$ cat src/nui_ram.sv
// Generic single-port-write, single-port-read RAM with registered read data.
// No dependencies.
`default_nettype none
module nui_ram #(
  parameter int unsigned Width = 8,
  parameter int unsigned Depth = 16
) (
  input  wire logic                     clk,
  input  wire logic                     we,
  input  wire logic [$clog2(Depth)-1:0] waddr,
  input  wire logic [Width-1:0]         wdata,
  input  wire logic [$clog2(Depth)-1:0] raddr,
  output      logic [Width-1:0]         rdata
);
  logic [Width-1:0] mem [Depth];

  always_ff @(posedge clk) begin
    if (we) begin
      mem[waddr] <= wdata;
    end
    rdata <= mem[raddr];
  end
endmodule
`default_nettype wire

$ cat config.mk
export PLATFORM = sky130hd
export DESIGN_NAME = nui_ram
export DESIGN_NICKNAME = d
export VERILOG_FILES = /design/src/nui_ram.sv
export SDC_FILE = /design/constraint.sdc
export NUM_CORES = 1
export LEC_CHECK = 0
export BUFFER_PORTS_ARGS = -buffer_cell sky130_fd_sc_hd__buf_2
export CAP_MARGIN = 20
export CELL_PAD_IN_SITES_DETAIL_PLACEMENT = 1
export CELL_PAD_IN_SITES_GLOBAL_PLACEMENT = 1
export CORE_ASPECT_RATIO = 1.1
export CORE_MARGIN = 2
export CORE_UTILIZATION = 53
export DETAILED_ROUTE_END_ITERATION = 8
export PLACE_DENSITY = 0.79
export SYNTH_ARGS = -nofsm -noshare
export SYNTH_HDL_FRONTEND = slang
export SYNTH_SLANG_ARGS = --single-unit
$ cat constraint.sdc
create_clock -name clk -period 2.24 [get_ports clk]
set_input_delay 0.56 -clock clk [delete_from_list [all_inputs] [get_ports clk]]
set_output_delay 0.56 -clock clk [all_outputs]
set_load 0.01 [all_outputs]
* Word level (Yosys, flattened, before mapping) *
Memory sizes are Yosys's and may differ from the RTL's. A register that Yosys moved wholly into a read port is not among the register bits.
Cells that the tools add are included.

storage, ports and cells
  output and inout port bits = 8
  input port bits = 18
  memories = 1
  memory bits (writable) = 128
  flip-flop bits (word level) = 0
  logic and storage cells = 3

operators by class
  multiplexer cells = 2

memories
  memory  depth  width  rd ports  clocked after Yosys merged registers in  write ports  RTL line  source
  mem     16     8      1         1                                        1            15        logic [Width-1:0] mem [Depth];

operator list
  operator           number
  two-way mux 1 bit  2

* Longest topological paths before layout *
Gate-level depths: netlist of the first run.

  word-level depth = 2
  mapped depth = 5

* Least setup slack after synthesis of the first run *
OpenSTA, ideal clock, no wires.

  path kind = input to register
  from = input waddr[2]
  to = memory mem[0][0], enable pin
  required time = 1.857 ns
  data arrival time = 1.670 ns
  cell stages on the path = 2
  slack = 0.187 ns
  buffers on the path = 0
  cells stage by stage = or3b_2 > nor3_1

RTL lines
  what             RTL line  source
  start, declared  10        input wire logic [$clog2(Depth)-1:0] waddr,
  end, declared    15

No word-level cell before the write port.

* Worst setup path in the final report of the first run *
  from = register rdata[4] (read register of mem)
  to = output rdata[4]

RTL lines
  what             RTL line  source
  start, declared  13        output logic [Width-1:0] rdata

No word-level cell between the ends.

==> run metrics, run 1 <==
Final Core Density 65.5%; Worst setup EP type output port; cts repair resizes 0; layout cells sized above 1 32.6%; crit-path cells buf_2; crit-path max FO 1; Row Count 37; Reg area 4000 um2; commonest non-fill, non-tap cell in the layout edfxtp_1; Port Buffers 25; Num CTS Buffers 17; final setup vio count 0; initial drt markers 175; CTS HTree Levels 4; Starting Density 54.8%; Power, Total 5.95 mW; vias in the first global route 2724; critical path arrival 1.02 ns; fin. max-slew vios 0; vias per inst 5.97; R2R depth 3; crit path to rdata[4]; Die Width 98.0 um; Syn-to-layout area delta 19.6%; Final Hold Slack 0.440 ns; die area 10500 um2; initial antenna violation count 0; Yosys top cell area share 74.7%; CP peak stage delay 0.36 ns; area of the multi-input gates 1060 um2; via count 2495; pin count of the biggest net entering global routing 33; CTS tree done; Worst Max-Slew Pin Slew 0.468 ns; Initial DRT Pass Iterations 5; cell area after layout 6150 um2; syn avg cell area 22.5 um2; maximum VDD drop 850 uV; Worst Path Buf+Inv 1; Synth Area in Adders 0%; RSZ-0062 raised after global routing false; Die H 107 um; cell depth of the worst setup path 1; CP delay by family, top flip-flops; CP max stage cell dfxtp_1; clock latency on the worst-skew pair 0.51 ns; xor and xnor area share after synthesis 0%; Synth area leader edfxtp_1; Crit Reg-Reg Endpoint rdata[0]; placed cell area 5550 um2; Synth Cell Area 5150 um2; Mapped Nets 247; most frequent cells in the layout edfxtp_1, buf_2, buf_4, mux4_2; clock tree buffer depth 2; mux share of post-synthesis cell area 15.0%; Max-Cap Viols 0; WL/cell 26.3 um; DRC errors left 0; largest cells by area after synthesis edfxtp_1, mux4_2, mux4_1; kind of critical path flip-flop to output port; hpwl dp 6780 um; PwrDens 966 nW/um2; Startpoint Class flip-flop; final worst path period share 70.4%; GP Congestion 0.720; post-synthesis simple-gate area fraction 3.18%; Yosys cell types 19; clock sinks 136; antenna cells 0; reg2reg start mem[1][0]; Critical Path Source rdata[4]; Routed WL 11000 um; first-pass GRT wire length 16700 um; GRT Util Overall 22.8%; setup tns final 0 ns; grt ovf 0; Final Skew 0.00502 ns; Layout Nets 306; YS warnings 0; Critical Path RT 1.68 ns; relative slew slack 68.7%; R2R setup slack 0.83 ns; Routed Antenna Nets 0; Peak Freq 0.634 GHz; Synth Instances 229; main combinational cell family by area after synthesis multiplexers; Tmin final 1.58 ns; clock root cell clkbuf_8; Hold-fix buffers, CTS 0; Hold Crit Class input port to flip-flop; post-synthesis sequential area ratio 77.8%; Filler Cell Count 786; final-report hold violation count 0; Synth Register Bits 136; status finished clean; LEAKAGE 2.13 nW; count of boundary I/O pins 26; Core ar. 9400 um2; Post-CTS Setup Inserts 0; clk slew on worst S/H paths 0.06 ns; post-synthesis compound-gate area fraction 2.33%
-- routing by layer --
metal | global-route usage (%) | wire length [um]
met5 | 0 | 0
met2 | 37.7 | 5830
met1 | 30.0 | 4460
met4 | 8.73 | 141
met3 | 5.13 | 573
-- power by group --
| part | switching [mW] | leakage (nW) | internal, mW |
|---|---|---|---|
| clock | 0.966 | 0.294 | 1.84 |
| sequential | 0.0170 | 1.22 | 2.85 |
| combinational | 0.160 | 0.613 | 0.117 |
-- state kept, by name, indices dropped and copies added (netlist names) --
signal	flops
mem	128
rdata	8
-- cell families after synthesis --
| group | Yosys count |
|---|---|
| flops | 136 |
| simple gates | 35 |
| mux | 32 |
| compound gates | 16 |
| buf+inv | 10 |
-- how the worst min path moves through the flow --
stage,depth (start not counted),from,endpoint
2_1_floorplan,3,mem[7][0],rdata[0]
3_3_place_gp,3,mem[14][1],rdata[1]
3_5_place_dp,3,mem[15][2],rdata[2]
4_1_cts,1,wdata[0],mem[7][0]
5_1_grt,1,wdata[0],mem[7][0]
6_report,1,wdata[0],mem[7][0]
-- per-stage QoR --
stage | setup WS, ns | std cells
finish | 0.663 | 418
global route | 0.598 | 418
CTS | 0.615 | 418
detailed placement | 0.196 | 386
global placement | 0.209 | 386
floorplan | 0.187 | 229
-- layout make-up --
cell class | count | share of cell area, %
Tap cell | 117 | 2.38
Sequential cell | 136 | 65.1
Clock inverter | 7 | 1.87
Timing Repair Buffer | 50 | 5.49
Clock buffer | 25 | 8.03
Multi-Input combinational cell | 83 | 17.2
-- synthesized netlist by cell type --
library cell	number
buf_6	3
or3b_2	1
and2b_1	1
buf_4	1
nand2b_1	2
buf_2	3
and2_1	1
clkdlybuf4s25_2	3
a22oi_1	16
nand3_1	1
nor2b_1	1
nand3b_1	2
dfxtp_1	8
nand2_1	9
mux4_1	14
mux4_2	18
nor2_1	13
nor3_1	4
edfxtp_1	128
No activity file was read; power rests on OpenSTA's default activity.
==> inputs of run 2 (changes only) <==
- ABC_AREA: unset -> 1
- CORE_UTILIZATION: 53 -> 49
- PLACE_DENSITY: 0.79 -> 0.8
- clock period: 2.24 -> 1.6 ns (I/O delays scaled with it)
==> run 2 against run 1 <==
Sequential share of layout area is 6.1 points lower. Critical path type unchanged. Design area is 10% higher. Global-route usage is 4.9 points higher. Clock power is 44% higher. Hold slack worse by 0.084 ns. Critical endpoint is now rdata[7]. Synthesized cell count is 140% higher. Total power is 45% higher. First-iteration DRC count is 27% higher. Final cell count is 82% higher.
==> run metrics, run 2 <==
cts repair resizes 0 (unchanged); most frequent cells in the layout nand2_1, edfxtp_1, inv_1, nand3_1, buf_2 (was edfxtp_1, buf_2, buf_4, mux4_2); Routed Antenna Nets 0 (unchanged); vias in the first global route 4592 (was 2724); status finished clean (unchanged); Num CTS Buffers 17 (unchanged); final setup vio count 0 (unchanged); clock tree buffer depth 2 (unchanged); pin count of the biggest net entering global routing 39 (was 33); setup tns final 0 ns (unchanged); Worst Max-Slew Pin Slew 0.420 ns (was 0.468 ns); xor and xnor area share after synthesis 0% (unchanged); cell area after layout 6790 um2 (was 6150 um2); Yosys top cell area share 66.7% (was 74.7%); post-synthesis simple-gate area fraction 21.0% (was 3.18%); Tmin final 1.32 ns; Synth Area in Adders 0% (unchanged); PwrDens 1270 nW/um2 (was 966 nW/um2); Critical Path RT 1.20 ns (was 1.68 ns); placed cell area 6180 um2 (was 5550 um2); commonest register cell after synthesis edfxtp_1 (unchanged); crit-path cells buf_2 (unchanged); Starting Density 50.2% (was 54.8%); WL/cell 21.4 um (was 26.3 um); fin. max-slew vios 0 (unchanged); die area 12700 um2 (was 10500 um2); R2R setup slack 0.50 ns (was 0.83 ns); Core ar. 11500 um2 (was 9400 um2); relative slew slack 72.0% (was 68.7%); vias per inst 5.46 (was 5.97); via count 4153 (was 2495); initial drt markers 223 (was 175); Worst setup EP type output port (unchanged); YS warnings 0 (unchanged); CP delay by family, top flip-flops (unchanged); Port Buffers 25 (unchanged); Synth area leader edfxtp_1 (unchanged); Post-CTS Setup Inserts 0 (unchanged); antenna cells 0 (unchanged); Biggest register mem (unchanged); mux share of post-synthesis cell area 0% (was 15.0%); DRC errors left 0 (unchanged); CTS tree done (unchanged); commonest non-fill, non-tap cell in the layout nand2_1 (was edfxtp_1); clock root cell clkbuf_16 (was clkbuf_8); Hold-fix buffers, CTS 0 (unchanged); Worst Path Buf+Inv 1 (unchanged); kind of critical path flip-flop to output port (unchanged); RSZ-0062 raised after global routing false (unchanged); post-synthesis sequential area ratio 69.4% (was 77.8%); most common cell in the netlist nand2_1 (was edfxtp_1); Max-Cap Viols 0 (unchanged); Die Width 107 um (was 98.0 um); clock latency on the worst-skew pair 0.41 ns (was 0.51 ns); clk slew on worst S/H paths 0.06 ns (about the same); post-synthesis compound-gate area fraction 0% (was 2.33%); Syn-to-layout area delta 17.8% (was 19.6%); Synth top cells by count nand2_1, edfxtp_1, inv_1, nand3_1, nor2_1 (was edfxtp_1, mux4_2, a22oi_1, mux4_1, nor2_1); hpwl dp 9950 um (was 6780 um); Layout Nets 615 (was 306); Die H 118 um (was 107 um); Synth Cell Area 5770 um2 (was 5150 um2); layout cells sized above 1 13.4% (was 32.6%); Cell Count, Final, Fillers Out 760 (was 418); final-report hold violation count 0 (unchanged); Routed WL 16200 um (was 11000 um); crit-path max FO 1 (unchanged); asr flop ratio synth 0% (unchanged); max FFs per register 128 (unchanged); Synth Instances 551 (was 229); main combinational cell family by area after synthesis simple AND/OR/NAND/NOR gates (was multiplexers); initial antenna violation count 0 (unchanged); GRT Util Overall 27.7% (was 22.8%); CP max stage cell dfxtp_1 (unchanged); final worst path period share 82.8%; grt ovf 0 (unchanged); Mapped Nets 569 (was 247); GP Congestion 0.839 (was 0.720); Startpoint Class flip-flop (unchanged); Final Hold Slack 0.356 ns (was 0.440 ns); CP peak stage delay 0.36 ns (about the same); first-pass GRT wire length 25300 um (was 16700 um); CTS HTree Levels 4 (unchanged); largest cells by area after synthesis edfxtp_1, nand2_1, nand3_1 (was edfxtp_1, mux4_2, mux4_1); Yosys cell types 12 (was 19); critical path arrival 0.92 ns (was 1.02 ns); Synth Register Bits 136 (unchanged); placed insts 728 (was 386); Final Skew 0.00548 ns (was 0.00502 ns); maximum VDD drop 704 uV (was 850 uV); Initial DRT Pass Iterations 4 (was 5); count of boundary I/O pins 26 (unchanged); Peak Freq 0.755 GHz; Largest regs mem (128), rdata (8) (unchanged); syn avg cell area 10.5 um2 (was 22.5 um2); Hold Crit Class input port to flip-flop (unchanged); Post-synth EDFFs 128 (unchanged); clock sinks 136 (unchanged); Row Count 41 (was 37); LEAKAGE 2.96 nW (was 2.13 nW)
==> run 2: changes by cell type in the layout (fill, tap and decap cells not counted), sizes merged, moves of 2 or more <==
cell,change
nand2,+164
clkbuf,-7
mux4,-32
nor2,+4
nand2b,-2
inv,+102
clkinv,+4
nand3,+96
nor3,-4
a22oi,-16
clkinvlp,+2
==> run 2: per-layer routing <==
metal  global-route usage [%]  wire length (um)
met1                     33.7              6540
met3                     5.48               668
met4                     12.6               656
met5                        0                 0
met2                     47.4              8380
==> run 2: power breakdown <==
part / internal, mW / switching (mW)
combinational: 0.167 / 0.393
sequential: 3.98 / 0.0280
clock: 2.59 / 1.46
total: 6.74 / 1.88
==> run 2: through the flow <==
step / setup WS [ns] / power [mW] / util (%)
after floorplan: 0.249 / 4.37 / -
after global placement: 0.122 / 4.59 / 53.8
after detailed placement: 0.0702 / 4.63 / 53.8
after CTS: 0.278 / 8.64 / 59.1
after global routing: 0.267 / 8.86 / 59.1
final: 0.276 / 8.62 / 59.1
==> run 2: kinds of logic (layout without fill, tap and decap cells) <==
group | count (synthesis) | in the layout
buf+inv | 126 | 185
flops | 136 | 136
simple gates | 289 | 289
==> run 2: path summary, 6_finish.rpt <==
check	from	to	cells after the start
setup / recovery	rdata[7]	rdata[7]	1
hold / removal	raddr[3]	rdata[4]	3
setup reg to reg	mem[0][4]	rdata[4]	6
hold reg to reg	mem[13][4]	rdata[4]	6
==> run 2: final cells by class <==
| class | count | area, um2 |
|---|---|---|
| fillers | 1254 | 4700 |
| flip-flops and latches | 136 | 4000 |
| multi-input cells | 289 | 1210 |
| clock buffers | 18 | 429 |
| repair buffers | 51 | 395 |
| inverters | 102 | 383 |
| well taps | 150 | 188 |
| clock inverters | 14 | 181 |
